### config.mk
export PLATFORM = sky130hd
export DESIGN_NAME = fpfma_unpack
export DESIGN_NICKNAME = d
export VERILOG_FILES = /design/src/sv/assert_macros.svh /design/src/sv/fpfma_pkg.sv /design/src/sv/fpfma_unpack.sv
export SDC_FILE = /design/constraint.sdc
export NUM_CORES = 1
export LEC_CHECK = 0
export BUFFER_PORTS_ARGS = -buffer_cell sky130_fd_sc_hd__buf_2
export CELL_PAD_IN_SITES_DETAIL_PLACEMENT = 0
export CELL_PAD_IN_SITES_GLOBAL_PLACEMENT = 2
export CORE_UTILIZATION = 31
export CTS_CLUSTER_DIAMETER = 30
export CTS_CLUSTER_SIZE = 40
export DETAILED_ROUTE_END_ITERATION = 10
export MAX_ROUTING_LAYER = met4
export PLACE_DENSITY = 0.82
export SYNTH_ARGS = -nofsm -noshare
export SYNTH_HDL_FRONTEND = slang
export SYNTH_SLANG_ARGS = --single-unit
### constraint.sdc
create_clock -name clk -period 7 [get_ports clk]
set_clock_uncertainty 0.05 [all_clocks]
set_input_delay 1.4 -clock clk [delete_from_list [all_inputs] [get_ports clk]]
set_output_delay 1.4 -clock clk [all_outputs]
set_load 0.01 [all_outputs]
### src/sv/assert_macros.svh
// Assertion macros used by the top level of the fused multiply-add block.
// No dependencies; define ASSERT_OFF to compile the checks out.
`ifndef ASSERT_MACROS_SVH
`define ASSERT_MACROS_SVH
`ifndef ASSERT_OFF
// Same-cycle implication, checked on every rising edge outside reset.
`define ASSERT_IMPLY(label, clk, rst, ante, cons) \
  label: assert property (@(posedge clk) disable iff (rst) (ante) |-> (cons)) \
    else $error("assertion failed (same-cycle implication)");
// Next-cycle implication, checked on every rising edge outside reset.
`define ASSERT_NEXT(label, clk, rst, ante, cons) \
  label: assert property (@(posedge clk) disable iff (rst) (ante) |=> (cons)) \
    else $error("assertion failed (next-cycle implication)");
`else
`define ASSERT_IMPLY(label, clk, rst, ante, cons)
`define ASSERT_NEXT(label, clk, rst, ante, cons)
`endif
`endif

### src/sv/fpfma_pkg.sv
// Shared types, constants and normalize helpers for the fused multiply-add.
// No dependencies; every RTL module imports this package.
`default_nettype none

package fpfma_pkg;

  // Number of register stages from input beat to output register.
  localparam int NSTG = 11;

  typedef logic signed [15:0] exp_t;
  typedef logic [52:0]        man_t;

  // Exponent constants for both formats.
  localparam exp_t BMB64    = 16'sd1075;  // bias plus fraction bits
  localparam exp_t BMB32    = 16'sd150;
  localparam exp_t PSH_HI   = 16'sd20;
  localparam exp_t PSH_LO   = 16'sd21;
  localparam exp_t ZSH      = 16'sd73;
  localparam exp_t EOFF     = 16'sd127;
  localparam exp_t EMIN64   = -16'sd1022;
  localparam exp_t EMIN32   = -16'sd126;
  localparam exp_t BIAS64   = 16'sd1023;
  localparam exp_t BIAS32   = 16'sd127;
  localparam exp_t EMAXF64  = 16'sd2047;
  localparam exp_t EMAXF32  = 16'sd255;
  localparam exp_t DROP64   = 16'sd11;
  localparam exp_t DROP32   = 16'sd40;
  localparam exp_t DROP_MAX = 16'sd64;
  localparam exp_t DSAT     = 16'sd255;

  // Bit patterns for both formats.
  localparam logic [63:0] INF64  = 64'h7FF0_0000_0000_0000;
  localparam logic [63:0] INF32  = 64'h0000_0000_7F80_0000;
  localparam logic [63:0] QNAN64 = 64'h0008_0000_0000_0000;
  localparam logic [63:0] QNAN32 = 64'h0000_0000_0040_0000;
  localparam logic [63:0] SIGN64 = 64'h8000_0000_0000_0000;
  localparam logic [63:0] SIGN32 = 64'h0000_0000_8000_0000;

  // Per-item information that bypasses the datapath.
  typedef struct packed {
    logic        dp;
    logic        last;
    logic        spec;
    logic [63:0] val;
  } side_t;

  // Unpacked operands with normalized significands.
  typedef struct packed {
    logic dp;
    logic sp;
    logic sz;
    logic zz;
    man_t mx;
    man_t my;
    man_t mz;
    exp_t ex;
    exp_t ey;
    exp_t ez;
  } unp_t;

  // Exact product plus addend.
  typedef struct packed {
    logic         dp;
    logic         sp;
    logic         sz;
    logic         zz;
    logic [105:0] p;
    exp_t         ep;
    man_t         mz;
    exp_t         ez;
  } mul_t;

  // Raw sum or difference of the aligned operands.
  typedef struct packed {
    logic         dp;
    logic         sub;
    logic         sb;
    logic         ss;
    exp_t         eb;
    logic [128:0] r;
  } add_t;

  typedef struct packed {
    logic [5:0]  cnt;
    logic [63:0] val;
  } norm64_t;

  typedef struct packed {
    logic [6:0]   cnt;
    logic [127:0] val;
  } norm128_t;

  // Left-normalize a 64-bit word in six halving steps.
  function automatic norm64_t norm64(input logic [63:0] a);
    norm64_t r;
    r.val = a;
    r.cnt = '0;
    if (r.val[63:32] == '0) begin
      r.val = {r.val[31:0], 32'b0};
      r.cnt[5] = 1'b1;
    end
    if (r.val[63:48] == '0) begin
      r.val = {r.val[47:0], 16'b0};
      r.cnt[4] = 1'b1;
    end
    if (r.val[63:56] == '0) begin
      r.val = {r.val[55:0], 8'b0};
      r.cnt[3] = 1'b1;
    end
    if (r.val[63:60] == '0) begin
      r.val = {r.val[59:0], 4'b0};
      r.cnt[2] = 1'b1;
    end
    if (r.val[63:62] == '0) begin
      r.val = {r.val[61:0], 2'b0};
      r.cnt[1] = 1'b1;
    end
    if (r.val[63] == 1'b0) begin
      r.val = {r.val[62:0], 1'b0};
      r.cnt[0] = 1'b1;
    end
    return r;
  endfunction

  // Left-normalize a 128-bit word in seven halving steps.
  function automatic norm128_t norm128(input logic [127:0] a);
    norm128_t r;
    r.val = a;
    r.cnt = '0;
    if (r.val[127:64] == '0) begin
      r.val = {r.val[63:0], 64'b0};
      r.cnt[6] = 1'b1;
    end
    if (r.val[127:96] == '0) begin
      r.val = {r.val[95:0], 32'b0};
      r.cnt[5] = 1'b1;
    end
    if (r.val[127:112] == '0) begin
      r.val = {r.val[111:0], 16'b0};
      r.cnt[4] = 1'b1;
    end
    if (r.val[127:120] == '0) begin
      r.val = {r.val[119:0], 8'b0};
      r.cnt[3] = 1'b1;
    end
    if (r.val[127:124] == '0) begin
      r.val = {r.val[123:0], 4'b0};
      r.cnt[2] = 1'b1;
    end
    if (r.val[127:126] == '0) begin
      r.val = {r.val[125:0], 2'b0};
      r.cnt[1] = 1'b1;
    end
    if (r.val[127] == 1'b0) begin
      r.val = {r.val[126:0], 1'b0};
      r.cnt[0] = 1'b1;
    end
    return r;
  endfunction

endpackage

`default_nettype wire

### src/sv/fpfma_unpack.sv
// Stage 1 of the fused multiply-add: unpack, classify, special results.
// Depends on fpfma_pkg.
`default_nettype none

module fpfma_unpack
  import fpfma_pkg::*;
(
  input  wire logic        clk,
  input  wire logic        en,
  input  wire logic        dp,
  input  wire logic [63:0] x,
  input  wire logic [63:0] y,
  input  wire logic [63:0] z,
  input  wire logic        last,
  output unp_t             u,
  output side_t            s
);

  typedef struct packed {
    logic sign;
    logic nan;
    logic inf;
    logic zero;
    man_t m;
    exp_t e;
  } op_t;

  // Split one operand and normalize its significand to bit 52.
  function automatic op_t classify(input logic [63:0] b, input logic mode);
    logic [10:0] exf;
    logic [10:0] exf1;
    logic [51:0] frac;
    logic [10:0] emaxv;
    man_t        m;
    exp_t        eraw;
    norm64_t     nm;
    op_t         o;
    exf   = mode ? b[62:52] : {3'b0, b[30:23]};
    frac  = mode ? b[51:0] : {29'b0, b[22:0]};
    emaxv = mode ? 11'h7FF : 11'h0FF;
    o.sign = mode ? b[63] : b[31];
    o.nan  = (exf == emaxv) && (frac != '0);
    o.inf  = (exf == emaxv) && (frac == '0);
    o.zero = (exf == '0) && (frac == '0);
    m = mode ? {exf != '0, frac} : {29'b0, exf != '0, b[22:0]};
    exf1 = (exf == '0) ? 11'd1 : exf;
    eraw = exp_t'({5'b0, exf1}) - (mode ? BMB64 : BMB32);
    nm   = norm64({m, 11'b0});
    o.m  = nm.val[63:11];
    o.e  = eraw - exp_t'({10'b0, nm.cnt});
    return o;
  endfunction

  op_t         ox, oy, oz;
  logic [63:0] xm, ym, zm;
  logic [63:0] quiet, signb, infb, defnan;
  logic        sp;
  logic        spec;
  logic [63:0] val;

  // Classification and the results that bypass the arithmetic.
  always_comb begin
    xm = dp ? x : {32'b0, x[31:0]};
    ym = dp ? y : {32'b0, y[31:0]};
    zm = dp ? z : {32'b0, z[31:0]};
    ox = classify(xm, dp);
    oy = classify(ym, dp);
    oz = classify(zm, dp);
    quiet  = dp ? QNAN64 : QNAN32;
    signb  = dp ? SIGN64 : SIGN32;
    infb   = dp ? INF64 : INF32;
    defnan = signb | infb | quiet;
    sp     = ox.sign ^ oy.sign;
    spec   = 1'b1;
    val    = '0;
    if (ox.nan) begin
      val = xm | quiet;
    end else if (oy.nan) begin
      val = ym | quiet;
    end else if (oz.nan) begin
      val = zm | quiet;
    end else if (ox.inf || oy.inf) begin
      if (ox.zero || oy.zero || (oz.inf && (oz.sign != sp))) begin
        val = defnan;
      end else begin
        val = (sp ? signb : '0) | infb;
      end
    end else if (oz.inf) begin
      val = zm;
    end else if (ox.zero || oy.zero) begin
      if (oz.zero) begin
        val = (sp && oz.sign) ? signb : '0;
      end else begin
        val = zm;
      end
    end else begin
      spec = 1'b0;
    end
  end

  // Stage 1 register.
  always_ff @(posedge clk) begin
    if (en) begin
      u.dp <= dp;
      u.sp <= sp;
      u.sz <= oz.sign;
      u.zz <= oz.zero;
      u.mx <= ox.m;
      u.my <= oy.m;
      u.mz <= oz.m;
      u.ex <= ox.e;
      u.ey <= oy.e;
      u.ez <= oz.e;
      s.dp   <= dp;
      s.last <= last;
      s.spec <= spec;
      s.val  <= val;
    end
  end

endmodule

`default_nettype wire

==> run summary <==
outcome = completed
overflow left after global routing = 0
Placement Rows = 99
initial core utilization = 31.3%
number of max-cap violations = 0
share of synthesized registers carrying an async set or reset = 0%
clock sinks = 274
FF+latch count, synth = 274
Pins Over Slew Limit = 0
pin count of the biggest net entering global routing = 119
largest buffer count on any clock path = 3
Buf/Inv on CP = 5
Lkg Pwr = 0.0119 uW
WS Path Type = input pin to register
fraction of final layout cells sized beyond drive strength 1 = 29.9%
Total Die Area = 74800 um^2
remaining routing DRC violations = 0
antenna violations before repair = 6
Pre-Repair DR Iteration Count = 10
cell with the biggest individual delay on the critical path = nor4_2
hold buffers post-CTS = 0
number of flops mapped to enable cells by yosys = 274
clock tree from TritonCTS = built
Total Power Consumption = 7390 uW
number of global-route vias before repair = 23583
number of buffers inserted during clock tree synthesis = 66
H-tree levels = 3
Setup Viol. Count Final = 0
Mapped Nets = 2674
peak clock frequency supported by timing = 151 MHz
pin slew with the least headroom to its limit = 1.21 ns
post-synthesis instance area = 22900 um^2
Fillers = 7355
CTS Root Buffer Type = clkbuf_16
maximum vdd drop = 141 uV
routability congestion estimate = 0.987
RSZ-0062 raised after global routing = false
final routed wirelength across all metal layers = 119000 um
antenna-violating nets left = 0
Worst Hold Path EP = s[65]
average cell area after synthesis = 9.38 um^2
type of the most critical hold path = input pin to register
critical path startpoint category = input pin
drt via density = 6.02
Die Y = 274 um
CP Launch Point = y[9]
final cell count without fillers = 4005
total I/O pin count = 474
number of nets at the end of the flow = 3227
Crit path largest cell delay = 0.70 ns
period utilization = 94.5%
number of cells on the worst hold path = 1
sequential share of the synthesized area = 36.0%
area grow syn2layout = 29.2%
Port Buffers = 473
overall die width = 274 um
total number of vias = 24108
most frequent CP cell = a21oi_1
crit path time final = 6.62 ns
global-route wire length before repair = 167000 um
data required time of the critical path = 7.41 ns
detailed placer's ending HPWL = 93100 um
Placed Cells = 3881
crit path max fanout = 7
CP Capture Type = register
kind of cell adding the most delay to the critical path = compound AO/OA/AOI/OAI gates
Avg WL per Cell = 29.6 um
most common flop cell mapped by yosys = edfxtp_1
arrival time at the worst endpoint = 7.03 ns
Cell variety after synth = 90
CTS clock-pin slew for the worst setup and hold paths = 0.04 ns
Mapped Cells = 2437
number of failing hold endpoints at the final stage = 0
count of warnings emitted by yosys = 0
Core Box Area = 73000 um^2
number of DRC markers after the initial detailed-route iteration = 2761
Max-slew headroom = 19.1%
start point of the worst min-delay path = last
total global-route track usage = 31.6%
power per standard cell area = 250 nW/um^2
==> sequential cells by signal (all words and copies together), names as in the netlist <==
name	cells
u	207
s	67
==> cells by family (layout without fill, tap and decap cells) <==
family / count (synthesis) / count (layout) / share of synthesized area (%)
compound gates: 728 / 728 / 22.3
simple gates: 674 / 674 / 14.5
mux: 409 / 409 / 18.2
buf+inv: 275 / 879 / 5.05
flops: 274 / 274 / 36.0
fa+ha+maj: 41 / 41 / 2.54
xor+xnor: 36 / 36 / 1.38
other cells: 0 / 5 / 0
==> layout make-up <==
class | instances | area (um^2) | share of cell area, %
Antenna cell | 5 | 12.5 | 0.0424
Tap cell | 959 | 1200 | 4.06
Multi-Input combinational cell | 1888 | 13600 | 45.9
Clock inverter | 48 | 568 | 1.92
Clock buffer | 71 | 1670 | 5.66
Timing Repair Buffer | 687 | 4020 | 13.6
Sequential cell | 274 | 8230 | 27.9
Inverter | 73 | 274 | 0.928
==> power breakdown <==
group | internal (uW) | switching, uW
Combinational | 780 | 1290
Sequential | 2110 | 72.1
Clock | 2100 | 1030
==> cells in the final DEF (no fill, tap or decap), types with 21 or more instances in the layout <==
cell type / netlist / layout
buf_2: 58 / 471
o211ai_1: 24 / 24
o21ai_0: 111 / 110
xnor2_1: 22 / 22
nand4_1: 25 / 25
clkbuf_16: 0 / 66
a31oi_1: 49 / 48
nor4_1: 41 / 40
edfxtp_1: 274 / 274
a211oi_1: 28 / 28
buf_4: 13 / 212
and2_1: 40 / 40
nor3_1: 40 / 39
o31ai_1: 21 / 21
inv_1: 61 / 60
a21oi_1: 131 / 130
mux2i_1: 362 / 362
nor2_1: 114 / 114
mux2_2: 46 / 46
nand2_1: 223 / 223
a21o_1: 39 / 39
nand3_1: 82 / 82
o22ai_1: 38 / 38
ha_1: 32 / 32
a22oi_1: 52 / 52
==> metal layers <==
layer  track usage, %  part of all wire (%)  vias to the layer above
met5                -                     0                        -
met4             11.4                   3.4                        0
met3             5.89                   8.5                      223
met2             48.8                    46                     1349
met1             41.0                    43                    11886
li1                 -                     -                    10650
==> Yosys cell counts, types with 21 or more instances <==
| cell type | n | area share, % |
|---|---|---|
| o31ai_1 | 21 | 0.69 |
| nand4_1 | 25 | 0.68 |
| and2_1 | 40 | 1.1 |
| a31oi_1 | 49 | 1.3 |
| a21o_1 | 39 | 1.3 |
| mux2_2 | 46 | 2.3 |
| buf_1 | 27 | 0.44 |
| edfxtp_1 | 274 | 36 |
| inv_1 | 61 | 1.0 |
| a211oi_1 | 28 | 0.92 |
| a21oi_1 | 131 | 2.9 |
| ha_1 | 32 | 1.8 |
| clkbuf_1 | 103 | 1.7 |
| nand3_1 | 82 | 1.8 |
| o211ai_1 | 24 | 0.79 |
| nand2_1 | 223 | 3.7 |
| buf_2 | 58 | 1.3 |
| o22ai_1 | 38 | 1.0 |
| a22oi_1 | 52 | 1.7 |
| nor3_1 | 40 | 0.88 |
| mux2i_1 | 362 | 16 |
| nor4_1 | 41 | 1.1 |
| xnor2_1 | 22 | 0.84 |
| nor2_1 | 114 | 1.9 |
| o21ai_0 | 111 | 2.4 |
==> how the worst max path moves through the flow <==
stage	to	slack (ns)	cells after the start
floorplan	u[10]	0.02	23
global placement	u[31]	-0.37	24
detailed placement	u[27]	-0.48	24
CTS	u[27]	0.1	24
global route	u[27]	0.16	24
finish	u[27]	0.38	25
==> per-stage QoR <==
stage | utilization, % | setup WS [ns] | setup TNS [ns] | hold slack [ns] | instance area [um^2]
final | 40.5 | 0.383 | 0 | 0.934 | 29500
after global placement | 37.4 | -0.370 | -2.25 | 1.53 | 27300
after global routing | 40.5 | 0.158 | 0 | 0.917 | 29500
after CTS | 40.4 | 0.0975 | 0 | 0.904 | 29500
after floorplan | - | 0.0160 | 0 | 1.45 | 22900
after detailed placement | 37.4 | -0.484 | -3.01 | 1.53 | 27300
==> timing repair <==
item,in CTS,in global routing
setup endpoints to repair,0,7
gates resized for setup,0,1
buffers inserted,0,0
(Power assumes the default switching activity.)
