[src/sv/assert_macros.svh]
// Assertion macros used by the top level of the fused multiply-add block.
// No dependencies; define ASSERT_OFF to compile the checks out.
`ifndef ASSERT_MACROS_SVH
`define ASSERT_MACROS_SVH
`ifndef ASSERT_OFF
// Same-cycle implication, checked on every rising edge outside reset.
`define ASSERT_IMPLY(label, clk, rst, ante, cons) \
  label: assert property (@(posedge clk) disable iff (rst) (ante) |-> (cons)) \
    else $error("assertion failed (same-cycle implication)");
// Next-cycle implication, checked on every rising edge outside reset.
`define ASSERT_NEXT(label, clk, rst, ante, cons) \
  label: assert property (@(posedge clk) disable iff (rst) (ante) |=> (cons)) \
    else $error("assertion failed (next-cycle implication)");
`else
`define ASSERT_IMPLY(label, clk, rst, ante, cons)
`define ASSERT_NEXT(label, clk, rst, ante, cons)
`endif
`endif

[src/sv/fpfma_pkg.sv]
// Shared types, constants and normalize helpers for the fused multiply-add.
// No dependencies; every RTL module imports this package.
`default_nettype none

package fpfma_pkg;

  // Number of register stages from input beat to output register.
  localparam int NSTG = 11;

  typedef logic signed [15:0] exp_t;
  typedef logic [52:0]        man_t;

  // Exponent constants for both formats.
  localparam exp_t BMB64    = 16'sd1075;  // bias plus fraction bits
  localparam exp_t BMB32    = 16'sd150;
  localparam exp_t PSH_HI   = 16'sd20;
  localparam exp_t PSH_LO   = 16'sd21;
  localparam exp_t ZSH      = 16'sd73;
  localparam exp_t EOFF     = 16'sd127;
  localparam exp_t EMIN64   = -16'sd1022;
  localparam exp_t EMIN32   = -16'sd126;
  localparam exp_t BIAS64   = 16'sd1023;
  localparam exp_t BIAS32   = 16'sd127;
  localparam exp_t EMAXF64  = 16'sd2047;
  localparam exp_t EMAXF32  = 16'sd255;
  localparam exp_t DROP64   = 16'sd11;
  localparam exp_t DROP32   = 16'sd40;
  localparam exp_t DROP_MAX = 16'sd64;
  localparam exp_t DSAT     = 16'sd255;

  // Bit patterns for both formats.
  localparam logic [63:0] INF64  = 64'h7FF0_0000_0000_0000;
  localparam logic [63:0] INF32  = 64'h0000_0000_7F80_0000;
  localparam logic [63:0] QNAN64 = 64'h0008_0000_0000_0000;
  localparam logic [63:0] QNAN32 = 64'h0000_0000_0040_0000;
  localparam logic [63:0] SIGN64 = 64'h8000_0000_0000_0000;
  localparam logic [63:0] SIGN32 = 64'h0000_0000_8000_0000;

  // Per-item information that bypasses the datapath.
  typedef struct packed {
    logic        dp;
    logic        last;
    logic        spec;
    logic [63:0] val;
  } side_t;

  // Unpacked operands with normalized significands.
  typedef struct packed {
    logic dp;
    logic sp;
    logic sz;
    logic zz;
    man_t mx;
    man_t my;
    man_t mz;
    exp_t ex;
    exp_t ey;
    exp_t ez;
  } unp_t;

  // Exact product plus addend.
  typedef struct packed {
    logic         dp;
    logic         sp;
    logic         sz;
    logic         zz;
    logic [105:0] p;
    exp_t         ep;
    man_t         mz;
    exp_t         ez;
  } mul_t;

  // Raw sum or difference of the aligned operands.
  typedef struct packed {
    logic         dp;
    logic         sub;
    logic         sb;
    logic         ss;
    exp_t         eb;
    logic [128:0] r;
  } add_t;

  typedef struct packed {
    logic [5:0]  cnt;
    logic [63:0] val;
  } norm64_t;

  typedef struct packed {
    logic [6:0]   cnt;
    logic [127:0] val;
  } norm128_t;

  // Left-normalize a 64-bit word in six halving steps.
  function automatic norm64_t norm64(input logic [63:0] a);
    norm64_t r;
    r.val = a;
    r.cnt = '0;
    if (r.val[63:32] == '0) begin
      r.val = {r.val[31:0], 32'b0};
      r.cnt[5] = 1'b1;
    end
    if (r.val[63:48] == '0) begin
      r.val = {r.val[47:0], 16'b0};
      r.cnt[4] = 1'b1;
    end
    if (r.val[63:56] == '0) begin
      r.val = {r.val[55:0], 8'b0};
      r.cnt[3] = 1'b1;
    end
    if (r.val[63:60] == '0) begin
      r.val = {r.val[59:0], 4'b0};
      r.cnt[2] = 1'b1;
    end
    if (r.val[63:62] == '0) begin
      r.val = {r.val[61:0], 2'b0};
      r.cnt[1] = 1'b1;
    end
    if (r.val[63] == 1'b0) begin
      r.val = {r.val[62:0], 1'b0};
      r.cnt[0] = 1'b1;
    end
    return r;
  endfunction

  // Left-normalize a 128-bit word in seven halving steps.
  function automatic norm128_t norm128(input logic [127:0] a);
    norm128_t r;
    r.val = a;
    r.cnt = '0;
    if (r.val[127:64] == '0) begin
      r.val = {r.val[63:0], 64'b0};
      r.cnt[6] = 1'b1;
    end
    if (r.val[127:96] == '0) begin
      r.val = {r.val[95:0], 32'b0};
      r.cnt[5] = 1'b1;
    end
    if (r.val[127:112] == '0) begin
      r.val = {r.val[111:0], 16'b0};
      r.cnt[4] = 1'b1;
    end
    if (r.val[127:120] == '0) begin
      r.val = {r.val[119:0], 8'b0};
      r.cnt[3] = 1'b1;
    end
    if (r.val[127:124] == '0) begin
      r.val = {r.val[123:0], 4'b0};
      r.cnt[2] = 1'b1;
    end
    if (r.val[127:126] == '0) begin
      r.val = {r.val[125:0], 2'b0};
      r.cnt[1] = 1'b1;
    end
    if (r.val[127] == 1'b0) begin
      r.val = {r.val[126:0], 1'b0};
      r.cnt[0] = 1'b1;
    end
    return r;
  endfunction

endpackage

`default_nettype wire

[src/sv/fpfma_round.sv]
// Stages 7 to 11: sign fix, normalize, round to nearest even and pack.
// Depends on fpfma_pkg.
`default_nettype none

module fpfma_round
  import fpfma_pkg::*;
(
  input  wire logic        clk,
  input  wire logic [4:0]  en,
  input  add_t             a,
  output logic [63:0]      res
);

  typedef struct packed {
    logic         dp;
    logic         zres;
    logic         sr;
    exp_t         eb;
    logic [127:0] r;
  } s7_t;

  typedef struct packed {
    logic        dp;
    logic        zres;
    logic        sr;
    exp_t        e;
    logic [63:0] sig;
  } s8_t;

  typedef struct packed {
    logic        dp;
    logic        zres;
    logic        sr;
    logic        tiny;
    logic        ovf;
    logic        zq;
    logic [6:0]  drop;
    logic [10:0] fe;
    logic [63:0] sig;
  } s9_t;

  typedef struct packed {
    logic        dp;
    logic        zres;
    logic        sr;
    logic        tiny;
    logic        ovf;
    logic [10:0] fe;
    logic [53:0] q;
    logic        rup;
  } s10_t;

  s7_t      c7, s7;
  s8_t      c8, s8;
  s9_t      c9, s9;
  s10_t     c10, s10;
  logic     neg;
  norm128_t nr;
  exp_t     emin, bias, emaxf, base, dfull, few;
  logic [63:0] mask, rem, half, q64;
  logic [53:0] qr;
  logic [63:0] fld;
  logic        bigovf;
  logic [63:0] res_next;

  // Stage 7: a negative difference flips sign; an exact cancel gives +0.
  always_comb begin
    neg     = a.sub && a.r[128];
    c7.dp   = a.dp;
    c7.zres = a.sub && (a.r == '0);
    c7.sr   = neg ? a.ss : a.sb;
    c7.eb   = a.eb;
    c7.r    = neg ? (~a.r[127:0] + 128'd1) : a.r[127:0];
  end

  always_ff @(posedge clk) begin
    if (en[0]) begin
      s7 <= c7;
    end
  end

  // Stage 8: leading one to bit 127, fold the low half into a sticky bit.
  always_comb begin
    nr      = norm128(s7.r);
    c8.dp   = s7.dp;
    c8.zres = s7.zres;
    c8.sr   = s7.sr;
    c8.e    = s7.eb - exp_t'({9'b0, nr.cnt}) + EOFF;
    c8.sig  = nr.val[127:64] | {63'b0, |nr.val[63:0]};
  end

  always_ff @(posedge clk) begin
    if (en[1]) begin
      s8 <= c8;
    end
  end

  // Stage 9: rounding position, tiny and overflow detection.
  always_comb begin
    emin  = s8.dp ? EMIN64 : EMIN32;
    bias  = s8.dp ? BIAS64 : BIAS32;
    emaxf = s8.dp ? EMAXF64 : EMAXF32;
    base  = s8.dp ? DROP64 : DROP32;
    dfull = base + (emin - s8.e);
    few   = s8.e + bias - 16'sd1;
    c9.dp   = s8.dp;
    c9.zres = s8.zres;
    c9.sr   = s8.sr;
    c9.tiny = s8.e < emin;
    c9.zq   = c9.tiny && (dfull > DROP_MAX);
    c9.drop = c9.tiny ? dfull[6:0] : base[6:0];
    c9.ovf  = !c9.tiny && ((s8.e + bias) >= emaxf);
    c9.fe   = few[10:0];
    c9.sig  = s8.sig;
  end

  always_ff @(posedge clk) begin
    if (en[2]) begin
      s9 <= c9;
    end
  end

  // Stage 10: truncated significand and the round-up decision.
  always_comb begin
    q64  = s9.sig >> s9.drop;
    mask = ~({64{1'b1}} << s9.drop);
    rem  = s9.sig & mask;
    half = 64'd1 << (s9.drop - 7'd1);
    c10.dp   = s9.dp;
    c10.zres = s9.zres;
    c10.sr   = s9.sr;
    c10.tiny = s9.tiny;
    c10.ovf  = s9.ovf;
    c10.fe   = s9.fe;
    c10.q    = s9.zq ? '0 : q64[53:0];
    c10.rup  = !s9.zq && ((rem > half) || ((rem == half) && q64[0]));
  end

  always_ff @(posedge clk) begin
    if (en[3]) begin
      s10 <= c10;
    end
  end

  // Stage 11: increment, attach the exponent and catch a carry to infinity.
  always_comb begin
    qr = s10.q + 54'(s10.rup);
    if (s10.dp) begin
      fld    = s10.tiny ? 64'(qr) : ({1'b0, s10.fe, 52'b0} + 64'(qr));
      bigovf = s10.ovf || (fld[63:52] >= 12'h7FF);
    end else begin
      fld    = s10.tiny ? 64'(qr) : ({33'b0, s10.fe[7:0], 23'b0} + 64'(qr));
      bigovf = s10.ovf || (fld[63:23] >= 41'd255);
    end
    if (s10.zres) begin
      res_next = '0;
    end else if (s10.dp) begin
      res_next = {s10.sr, bigovf ? INF64[62:0] : fld[62:0]};
    end else begin
      res_next = {32'b0, s10.sr, bigovf ? INF32[30:0] : fld[30:0]};
    end
  end

  always_ff @(posedge clk) begin
    if (en[4]) begin
      res <= res_next;
    end
  end

endmodule

`default_nettype wire

[config.mk]
export PLATFORM = sky130hd
export DESIGN_NAME = fpfma_round
export DESIGN_NICKNAME = d
export VERILOG_FILES = /design/src/sv/assert_macros.svh /design/src/sv/fpfma_pkg.sv /design/src/sv/fpfma_round.sv
export SDC_FILE = /design/constraint.sdc
export NUM_CORES = 2
export LEC_CHECK = 0
export BUFFER_PORTS_ARGS = -buffer_cell sky130_fd_sc_hd__buf_2
export CELL_PAD_IN_SITES_DETAIL_PLACEMENT = 0
export CELL_PAD_IN_SITES_GLOBAL_PLACEMENT = 1
export CORE_UTILIZATION = 42
export CTS_CLUSTER_SIZE = 40
export DETAILED_ROUTE_END_ITERATION = 8
export GPL_TIMING_DRIVEN = 0
export PLACE_DENSITY_LB_ADDON = 0.25
export SLEW_MARGIN = 20
export SYNTH_ARGS = -nofsm -noshare
export SYNTH_HDL_FRONTEND = slang
export SYNTH_SLANG_ARGS = --single-unit
[constraint.sdc]
create_clock -name clk -period 13.66 [get_ports clk]
set_input_delay 1.366 -clock clk [delete_from_list [all_inputs] [get_ports clk]]
set_output_delay 1.366 -clock clk [all_outputs]
set_load 0.03 [all_outputs]
==> summary.md <==
| Metric | Value |
|---|---|
| Outcome | finished, final reports clean |
| Post-synthesis sequential area ratio | 0.379 |
| Number of cells upsized or downsized after cts | 0 |
| Die area | 86,600 sq um |
| Req. time, crit path | 14.15 ns |
| Port Buffers | 218 |
| Main synth FF type | edfxtp_1 |
| Distinct cells, synth | 96 |
| Mapped cell area | 35,900 sq um |
| Worst path most repeated cell | o21ai_0 |
| Worst stage delay on the critical path | 1.03 ns |
| Clk Latency, worst-skew pair | 0.64 ns |
| 1st-pass router iterations | 6 |
| Worst slew margin | 0.158 |
| Sinks on Clock Net | 453 |
| Fin area | around 40,000 sq um |
| Final Total Pwr | 0.00525 W |
| Starting DRT DRC Count | 2,991 |
| Chip width | approximately 290 microns |
| CTS Root Cell | clkbuf_16 |
| Synthesized instance count | 3,774 |
| Tcrit/Tclk final | 0.710 |
| FF-to-FF path depth | 30 |
| Crit. Startpoint | s7[126]$_DFFE_PP_ |
| Share of cells above drive strength 1 | 0.146 |
| Synth cell count leaders | edfxtp_1, nand2_1, nor2_1 |
| Net count after synthesis | 4,067 |
| Critical Path Source Type | register |
| Antenna violations before repair | 2 |
| Core Util, Final | 0.478 |
| Worst path depth | 30 |
| Hold WS | 0.402 ns |
| Worst-path clk slew | 0.07 ns |
| DP Wirelength | roughly 120,000 microns |
| VDD IR-drop max | 0.0921 mV |
| Synth top area share | 0.379 |
| Most common cell in the netlist | edfxtp_1 |
| Number of synthesized flops with an enable pin | between 400 and 500 |
| Worst-path fanout max | 10 |
| FF-to-FF setup slack | 3.96 ns |
| Boundary Pins | 219 |
| CTS tree | yes |
| Register bit count reported by yosys | 453 |
| Async SR Flop Fraction | 0 |
| Fmax | 0.103 GHz |
| Fin. max-slew vios | 0 |
| First-pass GRT wire length | around 220,000 microns |
| Reg-to-Reg End | s8[79]$_DFFE_PP_ |
| Largest net degree at the start of global routing | 104 |
| Total Wirelength | 156,000 microns |
| WP data arrival | 10.18 ns |
| Worst path top cell family by delay | compound AO/OA/AOI/OAI gates |
| Chip height | 294 microns |
| Area contributors post-synth | edfxtp_1, mux2i_1, ha_1 |
| Critical path endpoint | s8[79]$_DFFE_PP_ |
| Global-route usage over all layers | 0.354 |
| DR DRC count | 0 |
| CTS Buf Count | between 40 and 50 |
| Slowest CP cell | nor4_1 |
| # rows | about 110 |
| Area grow syn2layout | 12.1% |
| Top cell type by total area after synthesis | edfxtp_1 |
| Post-layout min period | 9.70 ns |
| Final hold viol count | 0 |
| Met3 Use GR | 0.0538 |
| Number of max-cap violations | 0 |
| Core Region | ~84,000 sq um |
| H-tree depth | 2 |
| Leak | ~14 nW |
| Critical path class | register to register |
| Antenna Violating Nets Remaining | 0 |
| CP Capture Type | register |
| Worst r2r src | s7[126]$_DFFE_PP_ |
| Routing usage on met1 | 0.403 |
| Buf/Inv on CP | 5 |
| Worst Max-Slew Pin Slew | 1.25 ns |
| GPL Wtd Cong | 1.05 |
| Clock tree buffer depth | 3 |
| Gr ovfl total | 0 |
| PwrDens | about 130 nW/um^2 |
| Setup TNS Final | 0 ns |
| Hold crit path type | register to register |
| CTS Hold Bufs | 0 |
| Vias in the first global route | 31,900 |
| Setup violators final | 0 |
| Number of synthesis warnings | 0 |
| Setup Buffers After CTS | 0 |
| Clk_skew | 0.0341 ns |
| Gr busiest metal | met2 |
| Via/cell ratio | just over 6 |
| Initial Util | 0.427 |
| Fillers | ~8,000 |
| Syn Area/Cell | about 9.5 sq um |
| Wire per inst | ~30 microns |
| RSZ-0062 raised after global routing | no |
| Routing usage on met2 | 0.598 |
| Vias | 32,400 |
| Total Nets Final | 4,340 |
| Placement Cell Area | 38,600 sq um |
cell type report:
| cell class | instances | area [sq um] | share of cell area |
|---|---|---|---|
| multi-input combinational | 2996 | 21000 | 0.521 |
| sequential | 453 | 13600 | 0.338 |
| tap | 1134 | 1420 | 0.0353 |
| clock buffer | 53 | 1240 | 0.0309 |
| timing repair buffer | 222 | 1220 | 0.0304 |
| buffer | 237 | 1030 | 0.0256 |
| clock inverter | 39 | 429 | 0.0107 |
| inverter | 88 | 330 | 0.00821 |
| antenna | 1 | 2.50 | 0.0000622 |
logic make-up (layout without fill, tap and decap cells):
kind of cell    after synthesis  count (layout)  share of synthesized area
flops                       453             453                      0.379
xor+xnor                    240             240                     0.0588
buf+inv                     325             639                     0.0379
simple gates               1365            1365                      0.189
mux                         391             391                      0.129
other cells                   0               1                          0
fa+ha+maj                   138             138                     0.0489
compound gates              862             862                      0.157
worst min-delay path by stage:
stage	slack, ns	end	startpoint	depth (start not counted)
after floorplan	0.40	c10[68]$_DFFE_PP_	c9[85]$_DFFE_PP_	0
after global placement	0.40	s10[68]$_DFFE_PP_	c10[68]$_DFFE_PP_	0
after detailed placement	0.40	c10[69]$_DFFE_PP_	c9[86]$_DFFE_PP_	0
after CTS	0.40	s9[63]$_DFFE_PP_	c9[63]$_SDFFCE_PP1P_	0
after global routing	0.41	s10[70]$_DFFE_PP_	c10[70]$_DFFE_PP_	0
final	0.40	s9[63]$_DFFE_PP_	c9[63]$_SDFFCE_PP1P_	0
report_power, final:
part	internal (W)	switching (W)	total [W]	leakage, nW
sequential	0.00177	0.000219	0.00199	4.49
clock	0.000782	0.000590	0.00137	0.810
combinational	0.000665	0.00123	0.00189	9.17
worst register-to-register path, delay by kind of cell (launching register included):
family / cells / cell delay (ns)
AND/OR/NAND/NOR: 6 / 2.67
AO/OA/AOI/OAI: 16 / 4.27
flip-flops: 1 / 0.62
buffers and inverters: 5 / 1.39
adder cells (fa/ha/maj): 3 / 0.61
layer usage:
metal	wire, microns	vias up
li1	-	14800
met1	58900	15500
met2	74000	1554
met3	9250	560
met4	13900	2
met5	13	-
per-stage QoR:
| stage | cells | worst slack (ns) |
|---|---|---|
| 2_1_floorplan | 3774 | 7.32 |
| 4_1_cts | 5222 | 4.39 |
| 3_3_place_gp | 5126 | 4.24 |
| 6_report | 5223 | 3.96 |
| 5_1_grt | 5223 | 3.70 |
| 3_5_place_dp | 5130 | 4.43 |
state kept, by name, indices dropped and copies added, names as in the netlist:
signal / cells
c8: 3
c9: 67
s7: 144
s10: 71
res: 64
s8: 16
c10: 16
s9: 72
placed cells by master (no fill, tap or decap), drive strengths merged, types with 106 or more instances in the layout:
master / netlist / final
o21ai: 196 / 196
xor2: 106 / 106
mux2i: 255 / 255
nor3: 129 / 129
edfxtp: 453 / 453
xnor2: 134 / 134
a21oi: 218 / 218
nand2: 404 / 404
ha: 134 / 134
nor2: 363 / 363
clkbuf: 138 / 191
buf: 99 / 321
Power figures use the tool's default switching activity.
